<file path="src/rtl/rau_pkg.sv">
package rau_pkg;
  localparam int unsigned OperandWidth = 32;
  localparam int unsigned InTdataW = 136;
  localparam int unsigned OutTdataW = 128;
  localparam int unsigned OutTuserW = 2;

  localparam logic [3:0] OpAdd = 4'd0;
  localparam logic [3:0] OpSub = 4'd1;
  localparam logic [3:0] OpMul = 4'd2;
  localparam logic [3:0] OpDiv = 4'd3;
  localparam logic [3:0] OpMod = 4'd4;
  localparam logic [3:0] OpLt  = 4'd5;
  localparam logic [3:0] OpLe  = 4'd6;
  localparam logic [3:0] OpGt  = 4'd7;
  localparam logic [3:0] OpGe  = 4'd8;
  localparam logic [3:0] OpEq  = 4'd9;
  localparam logic [3:0] OpNe  = 4'd10;
  localparam logic [3:0] OpInv = 4'd11;
  localparam logic [3:0] OpAbs = 4'd12;

  typedef struct packed {
    logic [3:0]         op;
    logic               err;
    logic signed [63:0] an;
    logic signed [63:0] ad;
    logic signed [63:0] bn;
    logic signed [63:0] bd;
  } rau_job_t;
endpackage

</file>
<file path="src/rtl/rau_front.sv">
module rau_front import rau_pkg::*; #(
  parameter int unsigned OPERAND_WIDTH = OperandWidth
) (
  input  logic                 clk_i,
  input  logic                 rst_ni,
  input  logic                 valid_i,
  output logic                 ready_o,
  input  logic [InTdataW-1:0]  data_i,
  output logic                 valid_o,
  input  logic                 ready_i,
  output rau_job_t             job_o
);
  localparam int unsigned Depth = 2;
  rau_job_t q_q [Depth];
  logic [0:0] wp_q, rp_q;
  logic [1:0] cnt_q;
  rau_job_t job;
  logic [3:0] op;
  logic [OPERAND_WIDTH-1:0] an_w, bn_w;
  logic [OPERAND_WIDTH-2:0] ad_w, bd_w;

  assign op   = data_i[3:0];
  assign an_w = data_i[4 +: OPERAND_WIDTH];
  assign ad_w = data_i[36 +: OPERAND_WIDTH-1];
  assign bn_w = data_i[67 +: OPERAND_WIDTH];
  assign bd_w = data_i[99 +: OPERAND_WIDTH-1];

  always_comb begin
    job.op = op;
    job.an = 64'(signed'(an_w));
    job.bn = 64'(signed'(bn_w));
    job.ad = signed'(64'(ad_w));
    job.bd = signed'(64'(bd_w));
    job.err = (op > OpAbs) || (ad_w == '0) || ((op <= OpNe) && (bd_w == '0)) ||
              (((op == OpDiv) || (op == OpMod)) && (bn_w == '0)) ||
              ((op == OpInv) && (an_w == '0));
  end

  assign ready_o = (cnt_q != 2'(Depth));
  assign valid_o = (cnt_q != 2'd0);
  assign job_o   = q_q[rp_q];

  always_ff @(posedge clk_i) begin
    if (valid_i && ready_o) q_q[wp_q] <= job;
  end

  always_ff @(posedge clk_i or negedge rst_ni) begin
    if (!rst_ni) begin
      wp_q <= '0; rp_q <= '0; cnt_q <= '0;
    end else begin
      if (valid_i && ready_o) wp_q <= wp_q + 1'b1;
      if (valid_o && ready_i) rp_q <= rp_q + 1'b1;
      cnt_q <= cnt_q + 2'(valid_i && ready_o) - 2'(valid_o && ready_i);
    end
  end
endmodule

</file>
<file path="config.mk">
export PLATFORM = sky130hd
export DESIGN_NAME = rau_front
export DESIGN_NICKNAME = d
export VERILOG_FILES = /design/src/rtl/rau_pkg.sv /design/src/rtl/rau_front.sv
export SDC_FILE = /design/constraint.sdc
export NUM_CORES = 1
export LEC_CHECK = 0
export BUFFER_PORTS_ARGS = -buffer_cell sky130_fd_sc_hd__buf_4
export CAP_MARGIN = 20
export CORE_AREA = 5 5 154 156
export CTS_CLUSTER_SIZE = 8
export DETAILED_ROUTE_END_ITERATION = 10
export DIE_AREA = 0 0 159 161
export PLACE_DENSITY = 0.82
export SYNTH_ARGS = -nofsm -noshare
export SYNTH_HDL_FRONTEND = slang
export SYNTH_SLANG_ARGS = --single-unit
export TNS_END_PERCENT = 1
</file>
<file path="constraint.sdc">
create_clock -name clk_i -period 11 [get_ports clk_i]
set_input_delay 1.1 -clock clk_i [delete_from_list [all_inputs] [get_ports clk_i]]
set_output_delay 1.1 -clock clk_i [all_outputs]
set_load 0.01 [all_outputs]
</file>
==> out/qor.yml, run 1 <==
detailed_routing:
  vias: 5954
  wl_um: 24370
  vias_per_cell: 4.966
  dr.pass1.iters: 4
  drc: 0
  drt_iter0_markers: 322
  wire_per_inst_um: 20.33
  drtAntennaViolNets: 0
cts:
  clock_sinks: 266
  cts_hold_buf: 0
  cts-root-buf: "clkbuf_16"
  cts_max_path_buffers: 3
  cts_tree: "yes"
  clk_pin_slew_ns: 0.05
  cts-htree-levels: 2
  clock_latency_ns: 0.51
  cts_resized: 0
  cts_setup_buffers: 0
  cts_buffers: 39
setup_path:
  path_buf_inv: 2
  critPathCaptureType: "output pin"
  worstSetupEndpoint: "job_o[0]"
  r2r_slack_ns: 8.24
  crit-reg2reg-launch: "cnt_q[1]$_DFF_PN0_"
  critical_path_class: "reg -> out"
  cp_max_fo: 70
  rr_worst_depth: 5
  worstSetupStartpointType: "flip-flop"
  critPathSlowestCell: "dfrtp_4"
  cp_common_cell: "buf_4"
  path_delay_family: "buffers and inverters"
  max_stage_delay_ns: 0.96
  arrival_ns: 3.04
  reg2reg_to: "q_q[0][117]$_DFFE_PP_"
  worstSetupPathDepth: 3
  cp.required_ns: 9.90
  startpoint: "rp_q$_DFFE_PN0P_"
  crit_path_cell_trace: "buf_4 > mux2_2 > buf_4"
power_and_ir_drop:
  power_frac_clock: 0.275
  power_frac_comb: 0.339
  power.leakage_nw: 5.440
  switchingPower_mw: 1.121
  ir_worst_vdd_v: 0.0001583
  power.density_nw_per_um2: 273.3
  pwr-share-seq: 0.386
  p_sw_frac: 0.2913
  internal_power_mw: 2.729
sta:
  worst_pin_slew_ns: 0.9495
  timing.final.crit_period_ns: 4.144
  rsz0062_at_grt: "false"
  setup_viol: 0
  hold_slack_ns: 0.3914
  max_slew_margin: 0.3670
  fin_ws_ns: 6.856
  fin_skew_ns: 0.01519
  slew_violations: 0
  finalHoldViolations: 0
  tns_ns: 0
  clock.fmax_mhz: 241.3
  period_share: 0.3767
placed_design:
  gp_congestion: 0.7644
  port_buffers: 330
  hpwl_um: 16870
  dp_cells: 1149
  preCtsSetupSlack_ns: 7.353
synthesis:
  yosysWarnings: 0
  syn-mean-instance-area_um2: 17.90
  ys_ff_latch: 266
  synth-seq-area-share: 0.7297
  syn_inst: 610
  yosys.cell_types.count: 28
  syn_area_um2: 10920
min_path:
  hp-class: "in -> async"
grt:
  antenna_found_initial: 0
  grt_max_degree: 71
  grt_pass1_wl_um: 35890
  grt_pass1_vias: 6390
  grt_overflow: 0
  grt_usage: 0.1773
finish:
  drive_gt1_frac: 0.5624
  final_net_count: 1047
  instances_no_fill: 1199
  n_antenna_cell: 0
  nFillCells: 1586
  fin_util: 0.6337
  area_growth_pct: 29.00
die:
  dieWidth_um: 159
  die-area_um2: 25600
  core_area_um2: 22230
  rows: 55
  initial_utilization: 0.4912
  ios: 403
  die_h_um: 161
run:
  drv_cap: 0
run_status:
  outcome: "complete, no violations"
-- registers in the layout, indices dropped and copies added (netlist names) --
signal / count
q_q: 262
rp_q: 1
cnt_q: 2
wp_q: 1
-- per-stage QoR --
stage                     power, mW  area [µm²]
after floorplan               2.325       11160
after global placement        2.800       12990
after detailed placement      2.824       12990
after CTS                     3.896       14090
after global routing          4.022       14090
final                         3.850       14090
-- worst min-delay path by stage --
stage	slack (ns)	from	cells after the start	to
3_5_place_dp	0.50	cnt_q[1]$_DFF_PN0_	1	cnt_q[1]$_DFF_PN0_
2_1_floorplan	0.46	cnt_q[1]$_DFF_PN0_	1	cnt_q[1]$_DFF_PN0_
5_1_grt	0.37	rst_ni	1	wp_q$_DFFE_PN0P_
6_report	0.39	rst_ni	1	wp_q$_DFFE_PN0P_
3_3_place_gp	0.48	cnt_q[1]$_DFF_PN0_	1	cnt_q[1]$_DFF_PN0_
4_1_cts	0.37	rst_ni	1	wp_q$_DFFE_PN0P_
-- cells in the final DEF (no fill, tap or decap), types with 2 or more instances in the layout --
master / n
mux2_2: 131
nand4_1: 7
nor2_1: 3
nand3_1: 2
conb_1: 66
nor3_1: 4
ha_1: 2
edfxtp_1: 262
dfrtp_1: 3
buf_4: 334
nand2_1: 3
clkbuf_1: 6
xnor2_1: 3
clkbuf_16: 40
nor4_1: 29
-- cells by family after synthesis --
family,Yosys count,synth area share
flops,266,0.7297
buf+inv,146,0.09648
mux,131,0.1351
simple gates,56,0.03037
compound gates,4,0.002521
xor+xnor,4,0.003209
fa+ha+maj,2,0.002291
other cells,1,0.0003434
-- cell usage after synthesis --
cell type | count | share of area
edfxtp_1 | 262 | 0.72
mux2_2 | 131 | 0.14
buf_4 | 130 | 0.089
nor4_1 | 29 | 0.017
buf_2 | 14 | 0.0064
nand4_1 | 7 | 0.0040
dfrtp_1 | 4 | 0.0092
nor2_1 | 4 | 0.0014
nor3_1 | 4 | 0.0018
nand2_1 | 3 | 0.0010
xnor2_1 | 3 | 0.0024
ha_1 | 2 | 0.0023
nand3_1 | 2 | 0.00092
a211oi_1 | 1 | 0.00069
a21o_2 | 1 | 0.00080
a21oi_1 | 1 | 0.00046
and2_1 | 1 | 0.00057
and3_1 | 1 | 0.00057
and3b_1 | 1 | 0.00080
clkbuf_1 | 1 | 0.00034
conb_1 | 1 | 0.00034
inv_1 | 1 | 0.00034
nand2b_1 | 1 | 0.00057
nor4b_1 | 1 | 0.00080
o22ai_1 | 1 | 0.00057
or2_2 | 1 | 0.00057
or4_1 | 1 | 0.00069
xor2_1 | 1 | 0.00080
-- power by group through the flow --
stage | combinational [mW] | clock, mW | sequential [mW]
after floorplan | 0.845 | 0 | 1.48
after global placement | 1.31 | 0 | 1.49
after detailed placement | 1.32 | 0 | 1.51
after CTS | 1.33 | 1.08 | 1.49
after global routing | 1.38 | 1.13 | 1.50
final | 1.30 | 1.06 | 1.49
-- area by class of cell --
class | instances | area, µm² | share of cell area
flip-flops and latches | 266 | 7971 | 0.5659
repair buffers | 334 | 2507 | 0.1780
multi-input cells | 263 | 2155 | 0.1530
clock buffers | 47 | 1037 | 0.07364
well taps | 285 | 356.6 | 0.02532
clock inverters | 3 | 55.05 | 0.003908
inverters | 1 | 3.754 | 0.0002665
-- worst reg2reg max path, cell delays in order, from the launching register on --
cell	delay, ns
dfrtp_1	0.39
nand2b_1	0.12
nand2_1	0.15
nor2_4	0.10
buf_4	0.68
buf_4	0.89
-- layer usage --
layer | wire length, µm | share of wire | vias up | track usage
li1 | - | - | 2725 | -
met1 | 8986 | 0.37 | 2925 | 0.2045
met2 | 13170 | 0.54 | 268 | 0.3241
met3 | 1721 | 0.071 | 36 | 0.04695
met4 | 495 | 0.020 | 0 | 0.05390
met5 | 0 | 0 | - | 0
Power figures use the tool's default switching activity.
==> run 2: changes to the inputs <==
--- a/config.mk
+++ b/config.mk
@@ -7,11 +7,11 @@
 export LEC_CHECK = 0
 export BUFFER_PORTS_ARGS = -buffer_cell sky130_fd_sc_hd__buf_4
 export CAP_MARGIN = 20
-export CORE_AREA = 5 5 154 156
+export CORE_MARGIN = 5
+export CORE_UTILIZATION = 45
 export CTS_CLUSTER_SIZE = 8
 export DETAILED_ROUTE_END_ITERATION = 10
-export DIE_AREA = 0 0 159 161
-export PLACE_DENSITY = 0.82
+export PLACE_DENSITY = 0.79
 export SYNTH_ARGS = -nofsm -noshare
 export SYNTH_HDL_FRONTEND = slang
 export SYNTH_SLANG_ARGS = --single-unit
==> constraint.sdc (replaced) <==
create_clock -name clk_i -period 3.6 [get_ports clk_i]
set_input_delay 0.36 -clock clk_i [delete_from_list [all_inputs] [get_ports clk_i]]
set_output_delay 0.36 -clock clk_i [all_outputs]
set_load 0.01 [all_outputs]
==> out/qor.yml, run 2 (synthesis results as in run 1) <==
detailed_routing:
  route.met3.wl_um: 1807  # was 1721 µm
  wire_per_inst_um: 19.71  # was 20.33 µm
  dr.pass1.iters: 4  # unchanged
  drt_iter0_markers: 320  # was 322
  vias: 5928  # was 5954
  wl_met2_um: 12880  # was 13170 µm
  vias_per_cell: 4.765  # was 4.966
  drtAntennaViolNets: 0  # unchanged
  met1_length_um: 9048  # was 8986 µm
  maxUsedRoutingLayer: "met4"  # unchanged
  wl_um: 24530  # was 24370 µm
  drc: 0  # unchanged
min_path:
  holdPathEnd: "q_q[1][134]$_DFFE_PP_"
  hold_start: "data_i[12]"
  hp-class: "in -> reg"  # was in -> async
  worstHoldPathCells: 1
power_and_ir_drop:
  p_sw_frac: 0.2941  # was 0.2913
  pwr-share-seq: 0.382  # was 0.386
  switchingPower_mw: 3.456  # was 1.121 mW
  power_frac_comb: 0.347  # was 0.339
  power.leakage_nw: 5.464  # was 5.440 nW
  ir_worst_vdd_v: 0.0004932  # was 0.0001583 V
  internal_power_mw: 8.297  # was 2.729 mW
  power.density_nw_per_um2: 828.3  # was 273.3 nW/µm²
  power_frac_clock: 0.270  # was 0.275
sta:
  clock.fmax_mhz: 376.9
  hold_slack_ns: 0.04835  # was 0.3914 ns
  tns_ns: 0  # unchanged
  fin_skew_ns: 0.007397  # was 0.01519 ns
  setup_viol: 0  # unchanged
  slew_violations: 0  # unchanged
  max_slew_margin: 0.4743  # was 0.3670
  period_share: 0.7369
  rsz0062_at_grt: "false"  # unchanged
  worst_pin_slew_ns: 0.7885  # was 0.9495 ns
  timing.final.crit_period_ns: 2.653
  finalHoldViolations: 0  # unchanged
run_status:
  outcome: "complete, no violations"  # unchanged
finish:
  nFillCells: 1818  # was 1586
  final_net_count: 1053  # was 1047
  n_antenna_cell: 0  # unchanged
  layout_commonest_cell: "buf_4"  # unchanged
  largest_registers: "q_q (262), cnt_q (2)"  # unchanged
  largest_reg_flops: 262  # unchanged
  top_register: "q_q"  # unchanged
  layout_common_cells: "buf_4, edfxtp_1, mux2_2"  # unchanged
  area_growth_pct: 29.94  # was 29.00%
  drive_gt1_frac: 0.5630  # was 0.5624
die:
  dieWidth_um: 165.8  # was 159 µm
  die_h_um: 165.8  # was 161 µm
  rows: 57  # was 55
  die-area_um2: 27480  # was 25600 µm²
  initial_utilization: 0.4530  # was 0.4912
  core_area_um2: 24110  # was 22230 µm²
  ios: 403  # unchanged
setup_path:
  critPathCaptureType: "output pin"  # unchanged
  rr_worst_depth: 3  # was 5
  r2r_slack_ns: 1.72  # was 8.24 ns
  cp_max_fo: 46  # was 70
  worstSetupStartpointType: "flip-flop"  # unchanged
  arrival_ns: 2.29  # was 3.04 ns
  reg2reg_to: "q_q[1][26]$_DFFE_PP_"  # was q_q[0][117]$_DFFE_PP_
  crit-reg2reg-launch: "cnt_q[1]$_DFF_PN0_"  # unchanged
  cp.required_ns: 3.24  # was 9.90 ns
  critical_path_class: "reg -> out"  # unchanged
cts:
  cts_tree: "yes"  # unchanged
  cts_setup_buffers: 0  # unchanged
  clock_latency_ns: 0.50  # was 0.51 ns
  cts-htree-levels: 2  # unchanged
  cts_hold_buf: 1  # was 0
  cts_buffers: 39  # unchanged
  cts_max_path_buffers: 3  # unchanged
  clock_sinks: 266  # unchanged
  clk_pin_slew_ns: 0.05  # about the same
  cts_resized: 0  # unchanged
  cts-root-buf: "clkbuf_16"  # unchanged
grt:
  antenna_found_initial: 0  # unchanged
  grt_usage: 0.1682  # was 0.1773
  grt_pass1_wl_um: 36310  # was 35890 µm
  grt_max_degree: 76  # was 71
  grt_pass1_vias: 6268  # was 6390
  grt_overflow: 0  # unchanged
placed_design:
  hpwl_um: 17200  # was 16870 µm
  port_buffers: 330  # unchanged
  gp_congestion: 0.7679  # was 0.7644
run:
  drv_cap: 0  # unchanged
## run 2: power by group through the flow
stage / registers (mW) / logic (mW) / clock network, mW
floorplan: 4.46 / 2.59 / 0
global placement: 4.51 / 4.10 / 0
detailed placement: 4.56 / 4.14 / 0
CTS: 4.50 / 4.16 / 3.27
global route: 4.55 / 4.35 / 3.42
finish: 4.49 / 4.08 / 3.18
## run 2: how the worst max path moves through the flow
stage	startpoint	endpoint	slack [ns]	cells after the start
finish	rp_q$_DFFE_PN0P_	job_o[208]	0.95	3
global route	rp_q$_DFFE_PN0P_	job_o[243]	0.82	2
CTS	rp_q$_DFFE_PN0P_	job_o[25]	0.90	3
detailed placement	rp_q$_DFFE_PN0P_	job_o[25]	1.44	3
global placement	rp_q$_DFFE_PN0P_	job_o[135]	1.42	3
floorplan	cnt_q[1]$_DFF_PN0_	q_q[1][0]$_DFFE_PP_	-0.54	2
## run 2: worst max-delay path, cell delays in order (launching register included)
cell and delay (ns):
dfrtp_4 0.86, buf_4 0.38, mux2_2 0.38, buf_4 0.15
## run 2: layout make-up
cell class / count / area (µm²) / share of cell area
inverters: 1 / 3.754 / 0.0002646
multi-input cells: 263 / 2155 / 0.1519
well taps: 324 / 405.4 / 0.02857
flip-flops and latches: 266 / 7971 / 0.5618
clock inverters: 3 / 33.78 / 0.002381
clock buffers: 47 / 1027 / 0.07240
repair buffers: 340 / 2592 / 0.1827
## run 2: metrics by stage
stage | utilization | total power, mW | worst slack [ns] | cells | instance area, µm²
2_1_floorplan | - | 7.049 | -0.5354 | 675 | 11170
3_3_place_gp | 0.5442 | 8.619 | 1.422 | 1193 | 13120
3_5_place_dp | 0.5442 | 8.694 | 1.436 | 1193 | 13120
4_1_cts | 0.5886 | 11.93 | 0.8977 | 1244 | 14190
5_1_grt | 0.5886 | 12.32 | 0.8184 | 1244 | 14190
6_report | 0.5886 | 11.75 | 0.9471 | 1244 | 14190
## run 2: per-layer routing
metal / vias to the layer above / GRT usage
met5: - / 0
met4: 0 / 0.06600
met3: 52 / 0.05046
met2: 249 / 0.2997
met1: 2898 / 0.1898
li1: 2729 / -
